`config.mk`:
```
export PLATFORM = sky130hd
export DESIGN_NAME = i2c_write_slave_receiver_flat
export DESIGN_NICKNAME = d
export VERILOG_FILES = /design/src/rtl/iwsr_pkg.sv /design/src/rtl/iwsr_if.sv /design/src/rtl/iwsr_core.sv /design/src/rtl/i2c_write_slave_receiver.sv /design/src/flat_wrapper.sv
export SDC_FILE = /design/constraint.sdc
export NUM_CORES = 1
export LEC_CHECK = 0
export BUFFER_PORTS_ARGS = -buffer_cell sky130_fd_sc_hd__clkbuf_2
export CAP_MARGIN = 25
export CORE_ASPECT_RATIO = 0.75
export CORE_MARGIN = 2
export CORE_UTILIZATION = 30
export DETAILED_ROUTE_END_ITERATION = 8
export PLACE_DENSITY = 0.51
export SYNTH_ARGS = -nofsm -noshare
export SYNTH_HDL_FRONTEND = slang
export SYNTH_SLANG_ARGS = --single-unit
```
`constraint.sdc`:
```
create_clock -name clk -period 5 [get_ports clk]
set_input_delay 1 -clock clk [delete_from_list [all_inputs] [get_ports clk]]
set_output_delay 1 -clock clk [all_outputs]
set_load 0.02 [all_outputs]
```
`src/rtl/iwsr_pkg.sv`:
```
`default_nettype none
// ----------------------------------------------------------------------------
// iwsr_pkg
// Shared constants and types of the I2C write-only slave receiver.
// ----------------------------------------------------------------------------
package iwsr_pkg;

  localparam int unsigned ADDR_W  = 7;
  localparam int unsigned BYTE_W  = 8;
  localparam int unsigned PHASE_W = 3;
  localparam int unsigned COUNT_W = 4;

  localparam logic [ADDR_W-1:0]  ADDR_RESET = 7'h42;
  localparam logic [COUNT_W-1:0] BYTE_BITS  = 4'd8;

  localparam logic [PHASE_W-1:0] PH_IDLE      = 3'd0;
  localparam logic [PHASE_W-1:0] PH_ADDR      = 3'd1;
  localparam logic [PHASE_W-1:0] PH_ADDR_ACK  = 3'd2;
  localparam logic [PHASE_W-1:0] PH_DATA      = 3'd3;
  localparam logic [PHASE_W-1:0] PH_DATA_ACK  = 3'd4;
  localparam logic [PHASE_W-1:0] PH_WAIT_STOP = 3'd5;

  typedef struct packed {
    logic              sda_pull_low;
    logic [BYTE_W-1:0] dac_value;
    logic              dac_strobe;
  } result_t;

endpackage : iwsr_pkg
`default_nettype wire

```
`src/rtl/iwsr_if.sv`:
```
`default_nettype none
// ----------------------------------------------------------------------------
// iwsr_if
// Valid/ready channels: bus line samples in, receiver results out.
// ----------------------------------------------------------------------------
interface iwsr_in_if;
  logic valid;
  logic ready;
  logic scl_level;
  logic sda_level;

  modport source (output valid, output scl_level, output sda_level, input ready);
  modport sink   (input valid, input scl_level, input sda_level, output ready);
endinterface : iwsr_in_if

interface iwsr_out_if;
  logic       valid;
  logic       ready;
  logic       sda_pull_low;
  logic [7:0] dac_value;
  logic       dac_strobe;

  modport source (output valid, output sda_pull_low, output dac_value,
                  output dac_strobe, input ready);
  modport sink   (input valid, input sda_pull_low, input dac_value,
                  input dac_strobe, output ready);
endinterface : iwsr_out_if
`default_nettype wire

```
`src/rtl/iwsr_core.sv`:
```
`default_nettype none
// ----------------------------------------------------------------------------
// iwsr_core
// Bus phase machine: START/STOP detection, bit shifting, address match, ACK.
// ----------------------------------------------------------------------------
module iwsr_core
  import iwsr_pkg::*;
(
  input  wire logic              clk,
  input  wire logic              rst_n,
  input  wire logic              cfg_we,
  input  wire logic [ADDR_W-1:0] cfg_wdata,
  input  wire logic              step,
  input  wire logic              scl,
  input  wire logic              sda,
  output result_t                result
);

  logic [ADDR_W-1:0]  slave_addr_r;
  logic [PHASE_W-1:0] phase_r, phase_nxt;
  logic [COUNT_W-1:0] count_r, count_nxt;
  logic [BYTE_W-1:0]  shift_r, shift_nxt;
  logic               prev_scl_r, prev_sda_r;
  logic               ack_r, ack_nxt;
  logic [BYTE_W-1:0]  dac_r, dac_nxt;
  logic               strobe;
  logic               rise, fall, match;

  assign rise  = !prev_scl_r && scl;
  assign fall  = prev_scl_r && !scl;
  assign match = (shift_r[BYTE_W-1:1] == slave_addr_r) && !shift_r[0];

  always_comb begin
    phase_nxt = phase_r;
    count_nxt = count_r;
    shift_nxt = shift_r;
    ack_nxt   = ack_r;
    dac_nxt   = dac_r;
    strobe    = 1'b0;
    case (phase_r)
      PH_ADDR, PH_DATA: begin
        if (rise && (count_r < BYTE_BITS)) begin
          shift_nxt = {shift_r[BYTE_W-2:0], sda};
          count_nxt = count_r + 4'd1;
        end else if (fall && (count_r >= BYTE_BITS)) begin
          count_nxt = '0;
          if (phase_r == PH_ADDR) begin
            ack_nxt   = match;
            phase_nxt = PH_ADDR_ACK;
          end else begin
            ack_nxt   = 1'b1;
            phase_nxt = PH_DATA_ACK;
          end
        end
      end
      PH_ADDR_ACK, PH_DATA_ACK: begin
        if (rise) begin
          count_nxt = 4'd1;
        end else if (fall && (count_r != '0)) begin
          count_nxt = '0;
          if (phase_r == PH_ADDR_ACK) begin
            phase_nxt = ack_r ? PH_DATA : PH_WAIT_STOP;
            shift_nxt = '0;
          end else begin
            dac_nxt   = shift_r;
            strobe    = 1'b1;
            phase_nxt = PH_WAIT_STOP;
          end
          ack_nxt = 1'b0;
        end
      end
      PH_WAIT_STOP: begin
        if (scl && !prev_sda_r && sda) begin
          phase_nxt = PH_IDLE;
        end
      end
      default: begin
        ack_nxt   = 1'b0;
        count_nxt = '0;
        if (scl && prev_sda_r && !sda) begin
          phase_nxt = PH_ADDR;
          shift_nxt = '0;
        end else begin
          phase_nxt = PH_IDLE;
        end
      end
    endcase
  end

  assign result.sda_pull_low = ack_nxt;
  assign result.dac_value    = dac_nxt;
  assign result.dac_strobe   = strobe;

  always_ff @(posedge clk) begin
    if (!rst_n) begin
      slave_addr_r <= ADDR_RESET;
      phase_r      <= PH_IDLE;
      count_r      <= '0;
      shift_r      <= '0;
      prev_scl_r   <= 1'b1;
      prev_sda_r   <= 1'b1;
      ack_r        <= 1'b0;
      dac_r        <= '0;
    end else begin
      if (cfg_we) begin
        slave_addr_r <= cfg_wdata;
      end
      if (step) begin
        phase_r    <= phase_nxt;
        count_r    <= count_nxt;
        shift_r    <= shift_nxt;
        prev_scl_r <= scl;
        prev_sda_r <= sda;
        ack_r      <= ack_nxt;
        dac_r      <= dac_nxt;
      end
    end
  end

  a_count_range: assert property (@(posedge clk) disable iff (!rst_n)
    count_r <= BYTE_BITS)
    else $error("bit count beyond one byte");

  a_ack_only_in_ack: assert property (@(posedge clk) disable iff (!rst_n)
    ack_r |-> (phase_r == PH_ADDR_ACK || phase_r == PH_DATA_ACK))
    else $error("SDA pulled low outside an ACK clock");

  a_strobe_loads: assert property (@(posedge clk) disable iff (!rst_n)
    (step && strobe) |=> (dac_r == $past(shift_r) && phase_r == PH_WAIT_STOP))
    else $error("DAC byte not loaded on strobe");

endmodule : iwsr_core
`default_nettype wire

```
`src/rtl/i2c_write_slave_receiver.sv`:
```
`default_nettype none
// ----------------------------------------------------------------------------
// i2c_write_slave_receiver
// I2C write-only slave that ACKs its address and latches one data byte.
// ----------------------------------------------------------------------------
// Takes one SCL/SDA sample transaction per clock while the result side does
// not stall, a sustained rate set by the per-sample phase state update, and
// returns one result transaction per sample: the sample passes an input
// register, then the phase machine, then the result register. The result
// register frees as it is taken, so a stall on the result side holds at most
// one sample in each register. The user must write the slave address through
// cfg_we/cfg_wdata only while no transaction is open; no logic enforces it.
// ----------------------------------------------------------------------------
module i2c_write_slave_receiver
  import iwsr_pkg::*;
(
  input  wire logic              clk,
  input  wire logic              rst_n,
  input  wire logic              cfg_we,
  input  wire logic [ADDR_W-1:0] cfg_wdata,
  iwsr_in_if.sink                in_bus,
  iwsr_out_if.source             out_res
);

  logic    s1_valid_r;
  logic    s1_scl_r, s1_sda_r;
  logic    out_valid_r;
  result_t out_r;
  result_t core_result;
  logic    out_free, step, in_take;

  assign out_free     = !out_valid_r || out_res.ready;
  assign step         = s1_valid_r && out_free;
  assign in_bus.ready = !s1_valid_r || out_free;
  assign in_take      = in_bus.valid && in_bus.ready;

  iwsr_core u_core (
    .clk       (clk),
    .rst_n     (rst_n),
    .cfg_we    (cfg_we),
    .cfg_wdata (cfg_wdata),
    .step      (step),
    .scl       (s1_scl_r),
    .sda       (s1_sda_r),
    .result    (core_result)
  );

  always_ff @(posedge clk) begin
    if (!rst_n) begin
      s1_valid_r  <= 1'b0;
      out_valid_r <= 1'b0;
    end else begin
      if (in_take) begin
        s1_valid_r <= 1'b1;
      end else if (step) begin
        s1_valid_r <= 1'b0;
      end
      if (step) begin
        out_valid_r <= 1'b1;
      end else if (out_res.ready) begin
        out_valid_r <= 1'b0;
      end
    end
  end

  always_ff @(posedge clk) begin
    if (in_take) begin
      s1_scl_r <= in_bus.scl_level;
      s1_sda_r <= in_bus.sda_level;
    end
    if (step) begin
      out_r <= core_result;
    end
  end

  assign out_res.valid        = out_valid_r;
  assign out_res.sda_pull_low = out_r.sda_pull_low;
  assign out_res.dac_value    = out_r.dac_value;
  assign out_res.dac_strobe   = out_r.dac_strobe;

  a_step_fills_out: assert property (@(posedge clk) disable iff (!rst_n)
    step |=> out_valid_r)
    else $error("result lost after phase update");

  a_stall_only_full: assert property (@(posedge clk) disable iff (!rst_n)
    !in_bus.ready |-> (s1_valid_r && out_valid_r && !out_res.ready))
    else $error("input stalled with room downstream");

  a_strobe_released: assert property (@(posedge clk) disable iff (!rst_n)
    (out_valid_r && out_r.dac_strobe) |-> !out_r.sda_pull_low)
    else $error("SDA held low on DAC strobe");

endmodule : i2c_write_slave_receiver
`default_nettype wire
```
`src/flat_wrapper.sv`:
```
// flat-port wrapper written by rule: the top's interface ports become plain ports
module i2c_write_slave_receiver_flat import iwsr_pkg::*;
  (clk, rst_n, cfg_we, cfg_wdata, in_bus_valid, in_bus_scl_level, in_bus_sda_level, in_bus_ready, out_res_valid, out_res_sda_pull_low, out_res_dac_value, out_res_dac_strobe, out_res_ready);
  iwsr_in_if in_bus_i ();
  iwsr_out_if out_res_i ();
  input  wire logic clk;
  input  wire logic rst_n;
  input  wire logic cfg_we;
  input  wire logic [ADDR_W-1:0] cfg_wdata;
  input wire logic [$bits(in_bus_i.valid)-1:0] in_bus_valid;
  input wire logic [$bits(in_bus_i.scl_level)-1:0] in_bus_scl_level;
  input wire logic [$bits(in_bus_i.sda_level)-1:0] in_bus_sda_level;
  output wire logic [$bits(in_bus_i.ready)-1:0] in_bus_ready;
  output wire logic [$bits(out_res_i.valid)-1:0] out_res_valid;
  output wire logic [$bits(out_res_i.sda_pull_low)-1:0] out_res_sda_pull_low;
  output wire logic [$bits(out_res_i.dac_value)-1:0] out_res_dac_value;
  output wire logic [$bits(out_res_i.dac_strobe)-1:0] out_res_dac_strobe;
  input wire logic [$bits(out_res_i.ready)-1:0] out_res_ready;
  assign in_bus_i.valid = in_bus_valid;
  assign in_bus_i.scl_level = in_bus_scl_level;
  assign in_bus_i.sda_level = in_bus_sda_level;
  assign in_bus_ready = in_bus_i.ready;
  assign out_res_valid = out_res_i.valid;
  assign out_res_sda_pull_low = out_res_i.sda_pull_low;
  assign out_res_dac_value = out_res_i.dac_value;
  assign out_res_dac_strobe = out_res_i.dac_strobe;
  assign out_res_i.ready = out_res_ready;
  i2c_write_slave_receiver u_core (.clk(clk), .rst_n(rst_n), .cfg_we(cfg_we), .cfg_wdata(cfg_wdata), .in_bus(in_bus_i), .out_res(out_res_i));
endmodule
```
# Word level (Yosys, flattened, before mapping)
# Cells that the tools add are included.
word_totals:
  ff_bits: 47
  latch_bits: 0
  ramBits: 0
  romBits: 0
  input_bits: 14
  out_inout_bits: 12
  elab_cells: 103
  n_memories: 0
classes:
  addsub: 1
  n_mul: 0
  n_div: 0
  n_lt_le_gt_ge: 2
  n_eq_ne: 15
  shift: 0
  muxes: 36
  bitwise: 3
  reduce_logical: 31
op_table:
  columns: ["op", "n"]
  rows:
  - ["two-way mux 8 bit", 9]
  - ["two-way mux 3 bit", 8]
  - ["one-hot mux 8 bit (3 select lines)", 1]
  - ["two-way mux 4 bit", 4]
  - ["inequality test 2 bit (second input constant)", 7]
  - ["logical AND 1 bit", 12]
  - ["one-hot mux 4 bit (3 select lines)", 1]
  - ["two-way mux 1 bit", 11]
  - ["one-hot mux 3 bit (3 select lines)", 1]
  - ["== test 7 bit", 1]
  - ["zero test 1 bit", 7]
  - ["AND reduction 7 bit", 1]
  - ["== test 3 x 2 -> 1 bit (second input constant)", 2]
  - ["== test 3 bit (second input constant)", 2]
  - ["inequality test 3 bit (second input constant)", 2]
  - ["AND reduction 6 bit", 1]
  - ["adder 4 x 1 -> 4 bit (second input constant)", 1]
  - [">= comparator 4 bit (second input constant)", 1]
  - ["< comparator 4 bit (second input constant)", 1]
  - ["AND reduction 4 bit", 1]
  - ["nonzero test 2 bit", 2]
  - ["nonzero test 4 bit", 1]
  - ["OR reduction 2 bit", 2]
  - ["== test 3 x 1 -> 1 bit (second input constant)", 1]
  - ["other kinds (5)", 8]

# Depth between registers and ports, before layout
# Gate-level depths: netlist (run 1).
logic_depth:
  depth_word: 6
  mapped_depth: 9
  mapped_depth_nobuf: 7

# Modules after synthesis
# A second synthesis (run 1) with hierarchy kept.
hier_totals:
  hier_cells: 224
  area_unflattened_um2: 2308.5
by_module_without_submodules:
  columns: ["module", "n_inst", "cells_each", "area_each_um2", "seq_area_each_um2"]
  rows:
  - ["iwsr_core", 1, 203, 1844.3, 660.6]
  - ["i2c_write_slave_receiver", 1, 21, 464.2, 400.4]

# Worst setup path before layout (run 1)
# No wires, ideal clock.
synth_timing:
  kind: "input port to output port"
  startpoint: "in out_res_ready"
  endpoint: "out in_bus_ready"
  arrival_time_ns: 1.326
  required_ns: 4.000
  slack_ns: 2.674
  stages: 2
  n_path_buf: 0
  cell_sequence: "nor2b_1 -> nand2_1"
synth_via:
  elab_chain_cells: 2
synth_lines:
  columns: ["element", "line", "source"]
  rows:
  - ["from (decl)", "flat_wrapper.sv:18", "input wire logic [$bits(out_res_i.ready)-1:0] out_res_ready;"]
  - ["logical OR 1 bit", "i2c_write_slave_receiver.sv:32", "assign out_free = !out_valid_r || out_res.ready;"]
  - ["logical OR 1 bit", "i2c_write_slave_receiver.sv:34", "assign in_bus.ready = !s1_valid_r || out_free;"]
  - ["to (decl)", "flat_wrapper.sv:13", "output wire logic [$bits(in_bus_i.ready)-1:0] in_bus_ready;"]
# Every way passes these cells.

# Worst setup path after layout (run 1)
# Ends and elaborated chain as after synthesis.

==> impl_metrics.ini, run 1 <==
[power_and_ir_drop]
power_leakage_nw = 0.980
ir_drop_v = 0.0000923
power_dens_cells_nw_per_um2 = 290

[setup_path]
worst_ep_arrival_time_ns = 1.51
critical_path.max_fanout = 3
crit_start = out_res_ready
launch_point_of_the_worst_reg_to_reg_path = u_core.u_core.count_r[0]$_SDFFE_PN0P_
criticalPathCategory = input port to output port
critical_path.startpoint_type = input port
r2r_setup_slack_ns = 3.03
timing.critical_path.required_ns = 4.00
critical_path.endpoint_type = output port

[global_route]
grt_first_pass_wirelength_um = 8060
groute.layer.met2.usage_pct = 16.5
grt_remaining_overflow = 0
groute.usage.overall_pct = 12.0
initial_antenna_violation_count = 0
grtUsageMet1_pct = 17.7
global_route.peak_usage_layer = met1
maximum_number_of_pins_on_one_net_before_global_route_repair = 21
groute.layer.met3.usage_pct = 3.00
grt_pass1_vias = 1628

[synth]
synth.yosys.warnings = 0
synth-edff-count = 12
dominant_combinational_cell_family_by_area_after_synthesis = simple AND/OR/NAND/NOR gates
avg_cell_area_syn_um2 = 9.65
synth_flop_cell = sky130_fd_sc_hd__dfxtp_1
syn-num-nets = 260
synthAdderAreaFrac_pct = 1.06
yosys.area_share.xor_xnor_pct = 4.15
synth_compound_area_share_pct = 14.0
ys_seq_area_share_pct = 45.1
mapped_area_um2 = 2350
dominant_cells_by_area_after_synthesis = sky130_fd_sc_hd__dfxtp_1, sky130_fd_sc_hd__edfxtp_1, sky130_fd_sc_hd__nand2_1, sky130_fd_sc_hd__mux2i_1, sky130_fd_sc_hd__xor2_1
synth_top_area_cell = sky130_fd_sc_hd__dfxtp_1
post_synthesis_sequential_element_count = 47
ys_async_sr_fraction_pct = 0
synth.lib_cells_used.distinct = 55
yosys-mux-area-fraction_pct = 6.80
synth-simple-area-share_pct = 23.3
synthesized_instance_count = 244
post-synth-top-area-fraction_pct = 29.8

[cts]
clock_path_buffers = 2
cts-buffers-inserted = 5
htreeDepth = 2
clk_root_buffer_cell = sky130_fd_sc_hd__clkbuf_8
cts_setup_buffers = 0
cts_resized = 0
clk-insertion-delay-late_ns = 0.31
clock_sinks = 47
postCtsHoldBufs = 0
cts.reportedPaths.clkPinSlew_ns = 0.09
tritoncts = built

[timing]
max-slew-margin-rel_pct = 50.6
rsz_0062_raised_after_global_routing = false
tightestPinTransition_ns = 0.740
fmax_mhz = 398
final_critical_path_setup_slack_ns = 2.49
fin_tns_setup_ns = 0
timing.final.crit_share_pct = 50.3
post-route-min-period_ns = 2.51
setup_viol = 0
finalHoldViolCount = 0
clock_skew_ns = 0.00977
final_max_slew_viol_count = 0

[routing]
drt-pass1-iter-count = 4
route.detailed.vias_per_inst = 4.88
drt-initial-drc-count = 125
wirelength_um = 4900
routed-via-count = 1783
drt-wirelength-per-cell_um = 13.4
post-route-drc-count = 0
ant_nets = 0

[place]
detailedPlace.worstSlack_ns = 2.23
placement.io_buffers = 25
gpl.final_weighted_congestion = 0.832
detailed_place_hpwl_um = 3470

[floorplan]
core-area_um2 = 7470
start_util_pct = 31.5
fp.dieW_um = 106
floorplan_die_area_um2 = 8580
die_height_um = 80.7
ioPinCount = 26
row_count = 27

[finish]
layout.cells.most_common_list = sky130_fd_sc_hd__nand2_1, sky130_fd_sc_hd__dfxtp_1, sky130_fd_sc_hd__clkbuf_2
sequential_cell_area_um2 = 1060
layout.filler_cells = 765
num_antenna_cells = 0
layout_commonest_cell = sky130_fd_sc_hd__nand2_1
nNetsFinal = 279
drive_gt1_share_pct = 18.2
area_growth_syn_to_layout_pct = 11.6
multi_input_comb_area_um2 = 1160

[run_status]
status = complete, no violations

[worst_hold_path]
worst_hold_startpoint = u_core.u_core.dac_r[6]$_SDFFE_PN0P_
hold_path_class = flip-flop to flip-flop

[flow_run]
drv.max_cap_violation_count = 0
==> area by class of cell <==
| class | instances | share of cell area, % |
|---|---|---|
| Multi-Input combinational cell | 175 | 44.3 |
| Sequential cell | 47 | 40.4 |
| Inverter | 9 | 1.48 |
| Tap cell | 101 | 4.81 |
| Clock buffer | 5 | 2.62 |
| Timing Repair Buffer | 25 | 4.76 |
| Clock inverter | 3 | 1.67 |
==> power breakdown <==
| part | internal (W) | switching [W] | leakage, nW |
|---|---|---|---|
| Combinational | 0.0000254 | 0.0000386 | 0.524 |
| Sequential | 0.000400 | 0.0000116 | 0.399 |
| Clock | 0.000149 | 0.000137 | 0.0581 |
==> cell families after synthesis <==
group / count (synthesis)
flip-flops: 47
multiplexers: 16
AND/OR/NAND/NOR: 107
buffers and inverters: 22
AO/OA/AOI/OAI: 41
XOR/XNOR: 9
adder cells (fa/ha/maj): 2
==> worst max-delay path, stage by stage <==
cell and delay, ns:
sky130_fd_sc_hd__clkbuf_2 0.09, sky130_fd_sc_hd__nor2b_1 0.17, sky130_fd_sc_hd__nand2_1 0.08, sky130_fd_sc_hd__clkbuf_2 0.17
==> registers in the layout, summed over array words and instances, names as in the netlist <==
signal and flops:
u_core.out_res.dac_value 8, u_core.u_core.ack_r 1, u_core.u_core.count_r 4, u_core.u_core.shift_r 8
u_core.u_core.dac_r 8, u_core.s1_sda_r 1, u_core.s1_valid_r 1, u_core.out_res.sda_pull_low 1
u_core.u_core.prev_scl_r 1, u_core.u_core.prev_sda_r 1, u_core.out_res.valid 1, u_core.u_core.phase_r 3
u_core.out_res.dac_strobe 1, u_core.s1_scl_r 1, u_core.u_core.slave_addr_r 7
==> metrics by stage <==
step                      instance area, um^2  hold WS (ns)  total power (W)  instances  utilization [%]
final                                    2630         0.479         0.000761        365             35.2
after global routing                     2630         0.497         0.000794        365             35.2
after floorplan                          2350         0.447         0.000467        244                -
after detailed placement                 2510         0.460         0.000484        357             33.7
after global placement                   2510         0.459         0.000484        357             33.7
after CTS                                2630         0.479         0.000770        365             35.2
==> worst paths after layout <==
kind / depth (start not counted) / endpoint
worst max-delay path: 4 / in_bus_ready
worst min-delay path: 2 / u_core.u_core.dac_r[6]$_SDFFE_PN0P_
worst max register to register: 7 / u_core.u_core.dac_r[0]$_SDFFE_PN0P_
worst min register to register: 2 / u_core.u_core.dac_r[6]$_SDFFE_PN0P_
==> metal layers <==
layer	share of wire, %	routed length (um)	vias up
met5	0	0	-
met4	1.4	70	0
met3	6.3	309	7
met2	37	1820	54
met1	55	2700	825
li1	-	-	897
==> synthesized netlist by cell type (2+ instances only) <==
cell / number
sky130_fd_sc_hd__nand3_1: 13
sky130_fd_sc_hd__or4_1: 2
sky130_fd_sc_hd__mux2i_1: 16
sky130_fd_sc_hd__ha_1: 2
sky130_fd_sc_hd__clkbuf_1: 5
sky130_fd_sc_hd__a21oi_1: 11
sky130_fd_sc_hd__nand2_1: 52
sky130_fd_sc_hd__o32ai_1: 2
sky130_fd_sc_hd__buf_6: 2
sky130_fd_sc_hd__nor2_1: 11
sky130_fd_sc_hd__inv_1: 7
sky130_fd_sc_hd__o21ai_0: 8
sky130_fd_sc_hd__nor4_1: 4
sky130_fd_sc_hd__o311ai_0: 2
sky130_fd_sc_hd__dfxtp_1: 35
sky130_fd_sc_hd__nand2b_1: 3
sky130_fd_sc_hd__nor3_1: 2
sky130_fd_sc_hd__xor2_1: 8
sky130_fd_sc_hd__nand3b_1: 3
sky130_fd_sc_hd__a211oi_4: 2
sky130_fd_sc_hd__nor2b_1: 3
sky130_fd_sc_hd__buf_4: 2
sky130_fd_sc_hd__and3b_1: 3
sky130_fd_sc_hd__edfxtp_1: 12
sky130_fd_sc_hd__a211oi_1: 2
sky130_fd_sc_hd__buf_2: 3
Note: power is estimated with default switching activity, not from simulation.
==> run 2, diff against run 1 <==
Settings changed: ABC_AREA set to 1, PLACE_DENSITY 0.51 to 0.52.
Clock period 5 ns to 2.6 ns, I/O delays scaled along.
==> impl_metrics.ini, run 2 <==
[run_status]
status = complete, no violations

[setup_path]
critical_path.endpoint_type = flip-flop
r2r_setup_slack_ns = 0.83
launch_point_of_the_worst_reg_to_reg_path = u_core.u_core.count_r[0]$_SDFFE_PN0P_
timing.reg2reg.worst_path_depth = 8
critical_path.max_fanout = 14
critical_path.reg2reg.endpoint = u_core.out_res.sda_pull_low$_DFFE_PP_
worst_ep_arrival_time_ns = 1.82
timing.critical_path.required_ns = 2.66
criticalPathCategory = flip-flop to flip-flop
critical_path.startpoint_type = flip-flop

[global_route]
grt_first_pass_wirelength_um = 8260
maximum_number_of_pins_on_one_net_before_global_route_repair = 20
grt_pass1_vias = 1699
initial_antenna_violation_count = 0
groute.usage.overall_pct = 12.7
grt_remaining_overflow = 0

[place]
detailed_place_hpwl_um = 3600
placement.io_buffers = 25
placed_area_um2 = 2500
placed_cells_incl_taps = 436
gpl.final_weighted_congestion = 0.847
detailedPlace.worstSlack_ns = 0.696

[synth]
synth_most_common_cell = sky130_fd_sc_hd__nand2_1
synth_top_area_cell = sky130_fd_sc_hd__dfxtp_1
synth.yosys.warnings = 0
synthesized_instance_count = 314
avg_cell_area_syn_um2 = 7.20
syn-num-nets = 330
mapped_area_um2 = 2260
synth_flop_cell = sky130_fd_sc_hd__dfxtp_1
synth-edff-count = 12
ys_seq_area_share_pct = 46.9
post_synthesis_sequential_element_count = 47
synth.lib_cells_used.distinct = 29
ys_async_sr_fraction_pct = 0
top_cell_types_by_occurrence_after_synthesis = sky130_fd_sc_hd__nand2_1, sky130_fd_sc_hd__inv_1, sky130_fd_sc_hd__nor2_1, sky130_fd_sc_hd__dfxtp_1, sky130_fd_sc_hd__o21ai_0
dominant_cells_by_area_after_synthesis = sky130_fd_sc_hd__dfxtp_1, sky130_fd_sc_hd__edfxtp_1, sky130_fd_sc_hd__nand2_1, sky130_fd_sc_hd__inv_1, sky130_fd_sc_hd__nor2_1
post-synth-top-area-fraction_pct = 31.0

[routing]
drt-wirelength-per-cell_um = 10.8
met3_wire_len_um = 318
route.detailed.vias_per_inst = 4.39
post-route-drc-count = 0
highest-signal-layer = met4
ant_nets = 0
routed-via-count = 1949
drt-initial-drc-count = 113
routedLengthMet1_um = 2810
wirelength_um = 4820
drt-pass1-iter-count = 4
met2WireLength_um = 1620

[floorplan]
start_util_pct = 30.8
fp.dieW_um = 104
ioPinCount = 26
floorplan_die_area_um2 = 8250
die_height_um = 79.2
row_count = 27
core-area_um2 = 7330

[cts]
clock_path_buffers = 2
clk_root_buffer_cell = sky130_fd_sc_hd__clkbuf_8
htreeDepth = 2
cts.reportedPaths.clkPinSlew_ns = 0.09
cts_resized = 0
postCtsHoldBufs = 0
clock_sinks = 47
clk-insertion-delay-late_ns = 0.30
cts_setup_buffers = 0
tritoncts = built
cts-buffers-inserted = 5

[timing]
fin_tns_setup_ns = 0
tightestPinTransition_ns = 0.397
timing.final.crit_share_pct = 67.9
clock_skew_ns = 0.0104
final_max_slew_viol_count = 0
post-route-min-period_ns = 1.77
max-slew-margin-rel_pct = 73.5
rsz_0062_raised_after_global_routing = false
fmax_mhz = 566
finalHoldViolCount = 0
final_critical_path_setup_slack_ns = 0.834
setup_viol = 0

[flow_run]
drv.max_cap_violation_count = 0

[power_and_ir_drop]
power_leakage_nw = 1.21
ir_drop_v = 0.000300
power_dens_cells_nw_per_um2 = 597

[finish]
layout.cells.most_common_list = sky130_fd_sc_hd__nand2_1, sky130_fd_sc_hd__inv_1, sky130_fd_sc_hd__nor2_1
layout.filler_cells = 821
sequential_cell_area_um2 = 1060
finalNonFillerCells = 444
fin_area_um2 = 2600
area_growth_syn_to_layout_pct = 14.9
num_antenna_cells = 0
nNetsFinal = 358
layout.core_utilization_pct = 35.4
drive_gt1_share_pct = 15.2
multi_input_comb_area_um2 = 968
layout_commonest_cell = sky130_fd_sc_hd__nand2_1

[worst_hold_path]
hold_path_class = input port to flip-flop
worst_hold_startpoint = in_bus_scl_level
min_to = u_core.s1_scl_r$_DFFE_PP_
worstHoldPathCells = 1
## run 2: cell count changes after synthesis, sizes merged, moves of 8 or more
cell / delta
nand2: +33
mux2i: -16
o21ai: +21
xor2: -8
inv: +44
nand4: +9
nor2: +33
## run 2: cell type report
| class | count | area share (%) |
|---|---|---|
| Sequential cell | 47 | 40.8 |
| Clock buffer | 5 | 2.65 |
| Multi-Input combinational cell | 207 | 37.3 |
| Inverter | 53 | 7.75 |
| Clock inverter | 3 | 0.963 |
| Tap cell | 101 | 4.86 |
| Timing Repair Buffer | 28 | 5.68 |
## run 2: worst max-delay path by stage
| stage | startpoint | endpoint | slack, ns | depth (start not counted) |
|---|---|---|---|---|
| floorplan | out_res_ready | u_core.out_res.dac_strobe$_SDFFCE_PP0P_ | 0.90 | 3 |
| global placement | out_res_ready | u_core.u_core.shift_r[7]$_SDFFE_PN0P_ | 0.72 | 9 |
| detailed placement | out_res_ready | u_core.u_core.shift_r[7]$_SDFFE_PN0P_ | 0.70 | 9 |
| CTS | u_core.u_core.count_r[0]$_SDFFE_PN0P_ | u_core.out_res.sda_pull_low$_DFFE_PP_ | 0.84 | 8 |
| global route | u_core.u_core.count_r[0]$_SDFFE_PN0P_ | u_core.u_core.count_r[1]$_SDFFE_PN0P_ | 0.66 | 10 |
| finish | u_core.u_core.count_r[0]$_SDFFE_PN0P_ | u_core.out_res.sda_pull_low$_DFFE_PP_ | 0.83 | 8 |
## run 2: kinds of logic after synthesis
family | synth area share [%]
compound gates | 12.8
fa+ha+maj | 1.11
buf+inv | 10.2
flops | 46.9
simple gates | 28.9
## run 2: through the flow
step | hold WS [ns] | total power [W]
2_1_floorplan | 0.441 | 0.00104
3_3_place_gp | 0.450 | 0.00111
3_5_place_dp | 0.466 | 0.00111
4_1_cts | 0.381 | 0.00157
5_1_grt | 0.380 | 0.00165
6_report | 0.394 | 0.00155
## run 2: power breakdown
group | leakage, nW | internal, W | switching, W | total (W)
Sequential | 0.404 | 0.000800 | 0.0000325 | 0.000833
Clock | 0.0443 | 0.000193 | 0.000262 | 0.000455
Combinational | 0.765 | 0.0000874 | 0.000177 | 0.000265
## run 2: worst max-delay path: stages, from the launching register on
cell and delay (ns):
sky130_fd_sc_hd__dfxtp_1 0.39, sky130_fd_sc_hd__inv_1 0.07, sky130_fd_sc_hd__ha_1 0.19, sky130_fd_sc_hd__nand3_1 0.08, sky130_fd_sc_hd__nand2_1 0.10, sky130_fd_sc_hd__nand2_2 0.26
sky130_fd_sc_hd__inv_1 0.12, sky130_fd_sc_hd__o21ai_0 0.23, sky130_fd_sc_hd__nand2_1 0.08
## run 2: metal layers
metal	up-vias	track usage [%]
met4	0	4.32
met1	828	19.7
met5	-	0
met3	7	3.20
met2	59	16.4
li1	1055	-
==> run 3, diff against run 2 <==
Clock period 2.6 ns to 1.8 ns, I/O delays scaled along.
==> impl_metrics.ini, run 3 (synthesis results as in run 2) <==
[run_status]
status = complete, no violations

[timing]
setup_viol = 0
rsz_0062_raised_after_global_routing = false
post-route-min-period_ns = 1.65
clock_skew_ns = 0.00910
max-slew-margin-rel_pct = 75.8
finalHoldViolCount = 0
final_max_slew_viol_count = 0
tightestPinTransition_ns = 0.363
fmax_mhz = 606
timing.hold.ws_ns = 0.235
fin_tns_setup_ns = 0
timing.final.crit_share_pct = 91.6

[power_and_ir_drop]
comb_power_share_pct = 15.9
power.share.sequential_pct = 47.8
power_report.internal_total_w = 0.00185
power_leakage_nw = 1.27
power.switching_w = 0.000664
share_clk_of_total_power_pct = 36.2
p_sw_share_pct = 26.4
total_power_w = 0.00251
power_dens_cells_nw_per_um2 = 937
ir_drop_v = 0.000310

[setup_path]
critical_path.max_fanout = 6
launch_point_of_the_worst_reg_to_reg_path = u_core.u_core.count_r[0]$_SDFFE_PN0P_
timing.reg2reg.worst_path_depth = 8
critical-path-slowest-cell = sky130_fd_sc_hd__dfxtp_2
critical_path.reg2reg.endpoint = u_core.out_res.sda_pull_low$_DFFE_PP_
critical_path.startpoint_type = flip-flop
timing.critical_path.required_ns = 1.84
r2r_setup_slack_ns = 0.15
worst_ep_arrival_time_ns = 1.69
worst_setup_path_endpoint = u_core.out_res.sda_pull_low$_DFFE_PP_
crit_start = u_core.u_core.count_r[0]$_SDFFE_PN0P_
path_cells = inv_1 > ha_1 > nand3_1 > nand2_1 > nand2_2 > inv_1 > o21ai_0 > nand2_1
critical_path.endpoint_type = flip-flop
criticalPathCategory = flip-flop to flip-flop
max_stage_delay_ns = 0.37

[routing]
post-route-drc-count = 0
drt-wirelength-per-cell_um = 11.1
ant_nets = 0
wirelength_um = 4950
route.detailed.vias_per_inst = 4.43
routed-via-count = 1981
drt-pass1-iter-count = 4
drt-initial-drc-count = 87

[finish]
layout_commonest_cell = sky130_fd_sc_hd__nand2_1
nNetsFinal = 361
fin_area_um2 = 2680
area_growth_syn_to_layout_pct = 18.6
num_antenna_cells = 0
drive_gt1_share_pct = 16.2
layout.cells.most_common_list = sky130_fd_sc_hd__nand2_1, sky130_fd_sc_hd__inv_1, sky130_fd_sc_hd__nor2_1

[place]
placed_area_um2 = 2530
detailed_place_hpwl_um = 3660
placement.io_buffers = 25
gpl.final_weighted_congestion = 0.868

[cts]
cts.reportedPaths.clkPinSlew_ns = 0.08
htreeDepth = 2
clock_sinks = 47
clock_path_buffers = 2
clk_root_buffer_cell = sky130_fd_sc_hd__clkbuf_8
clk-insertion-delay-late_ns = 0.30
cts-buffers-inserted = 5
postCtsHoldBufs = 0
tritoncts = built

[global_route]
maximum_number_of_pins_on_one_net_before_global_route_repair = 21
initial_antenna_violation_count = 0
grt_first_pass_wirelength_um = 8450
grt_remaining_overflow = 0
grt_pass1_vias = 1735
groute.usage.overall_pct = 12.9

[floorplan]
core-area_um2 = 7330
die_height_um = 79.2
fp.dieW_um = 104
floorplan_die_area_um2 = 8250
ioPinCount = 26
start_util_pct = 30.8
row_count = 27

[worst_hold_path]
hold_path_class = input port to flip-flop

[flow_run]
drv.max_cap_violation_count = 0
==> run 3: changes by cell type in the layout (fill, tap and decap cells not counted) <==
cell	delta
sky130_fd_sc_hd__clkbuf_1	+1
sky130_fd_sc_hd__nand2_4	+1
sky130_fd_sc_hd__nand2_2	-1
sky130_fd_sc_hd__buf_4	+2
sky130_fd_sc_hd__dfxtp_1	-1
sky130_fd_sc_hd__dfxtp_2	+1
sky130_fd_sc_hd__nor2_2	+1
sky130_fd_sc_hd__clkinvlp_4	-1
sky130_fd_sc_hd__buf_12	+1
sky130_fd_sc_hd__nor2_1	-1
sky130_fd_sc_hd__bufinv_16	+2
sky130_fd_sc_hd__clkinv_4	-2
==> run 3: what timing repair did <==
item | 4_1_cts | 5_1_grt
endpoints found under the setup margin | 0 | 18
buffers inserted | 0 | 1
gates resized for setup | 0 | 3
==> run 3: worst min-delay path by stage <==
stage	startpoint	endpoint	depth (start not counted)
2_1_floorplan	u_core.u_core.count_r[2]$_SDFFE_PN0P_	u_core.u_core.count_r[2]$_SDFFE_PN0P_	2
3_3_place_gp	u_core.u_core.count_r[2]$_SDFFE_PN0P_	u_core.u_core.count_r[2]$_SDFFE_PN0P_	2
3_5_place_dp	u_core.u_core.count_r[2]$_SDFFE_PN0P_	u_core.u_core.count_r[2]$_SDFFE_PN0P_	2
4_1_cts	in_bus_sda_level	u_core.s1_sda_r$_DFFE_PP_	1
5_1_grt	in_bus_sda_level	u_core.s1_sda_r$_DFFE_PP_	1
6_report	in_bus_sda_level	u_core.s1_sda_r$_DFFE_PP_	1
==> run 3: layout make-up <==
cell class	count	area (um^2)
sequential	47	1060
fill	785	4650
clock buffer	6	72.6
inverter	53	201
timing repair buffer	31	183
multi-input combinational	207	976
clock inverter	2	60.1
tap	101	126
==> run 3: per-layer routing <==
metal  routed length (um)  GRT usage [%]  up-vias  share of wire (%)
li1                     -              -     1059                  -
met3                  278           3.20        2                5.6
met1                 2780           19.7      875                 56
met5                    0              0        -                  0
met4                   34           3.38        0               0.69
met2                 1860           17.8       45                 38
==> run 3: stage by stage <==
| stage | utilization [%] | setup WS, ns | instances |
|---|---|---|---|
| 6_report | 36.6 | 0.151 | 447 |
| 5_1_grt | 36.6 | 0.00764 | 447 |
| 4_1_cts | 36.4 | 0.128 | 446 |
| 3_5_place_dp | 34.5 | 0.0479 | 438 |
| 3_3_place_gp | 34.5 | 0.114 | 438 |
| 2_1_floorplan | - | 0.234 | 314 |
==> run 3: power by group through the flow <==
stage | registers (W) | clock network [W] | logic, W
final | 0.00120 | 0.000910 | 0.000400
after detailed placement | 0.00123 | 0 | 0.000395
after global placement | 0.00123 | 0 | 0.000390
after floorplan | 0.00123 | 0 | 0.000274
after global routing | 0.00121 | 0.000984 | 0.000461
after CTS | 0.00120 | 0.000934 | 0.000397
==> run 3: critical path, delay by kind of cell (launching register included) <==
family	cells	cell delay, ns
buffers and inverters	2	0.13
adder cells (fa/ha/maj)	1	0.19
flip-flops	1	0.37
AO/OA/AOI/OAI	1	0.25
AND/OR/NAND/NOR	4	0.46
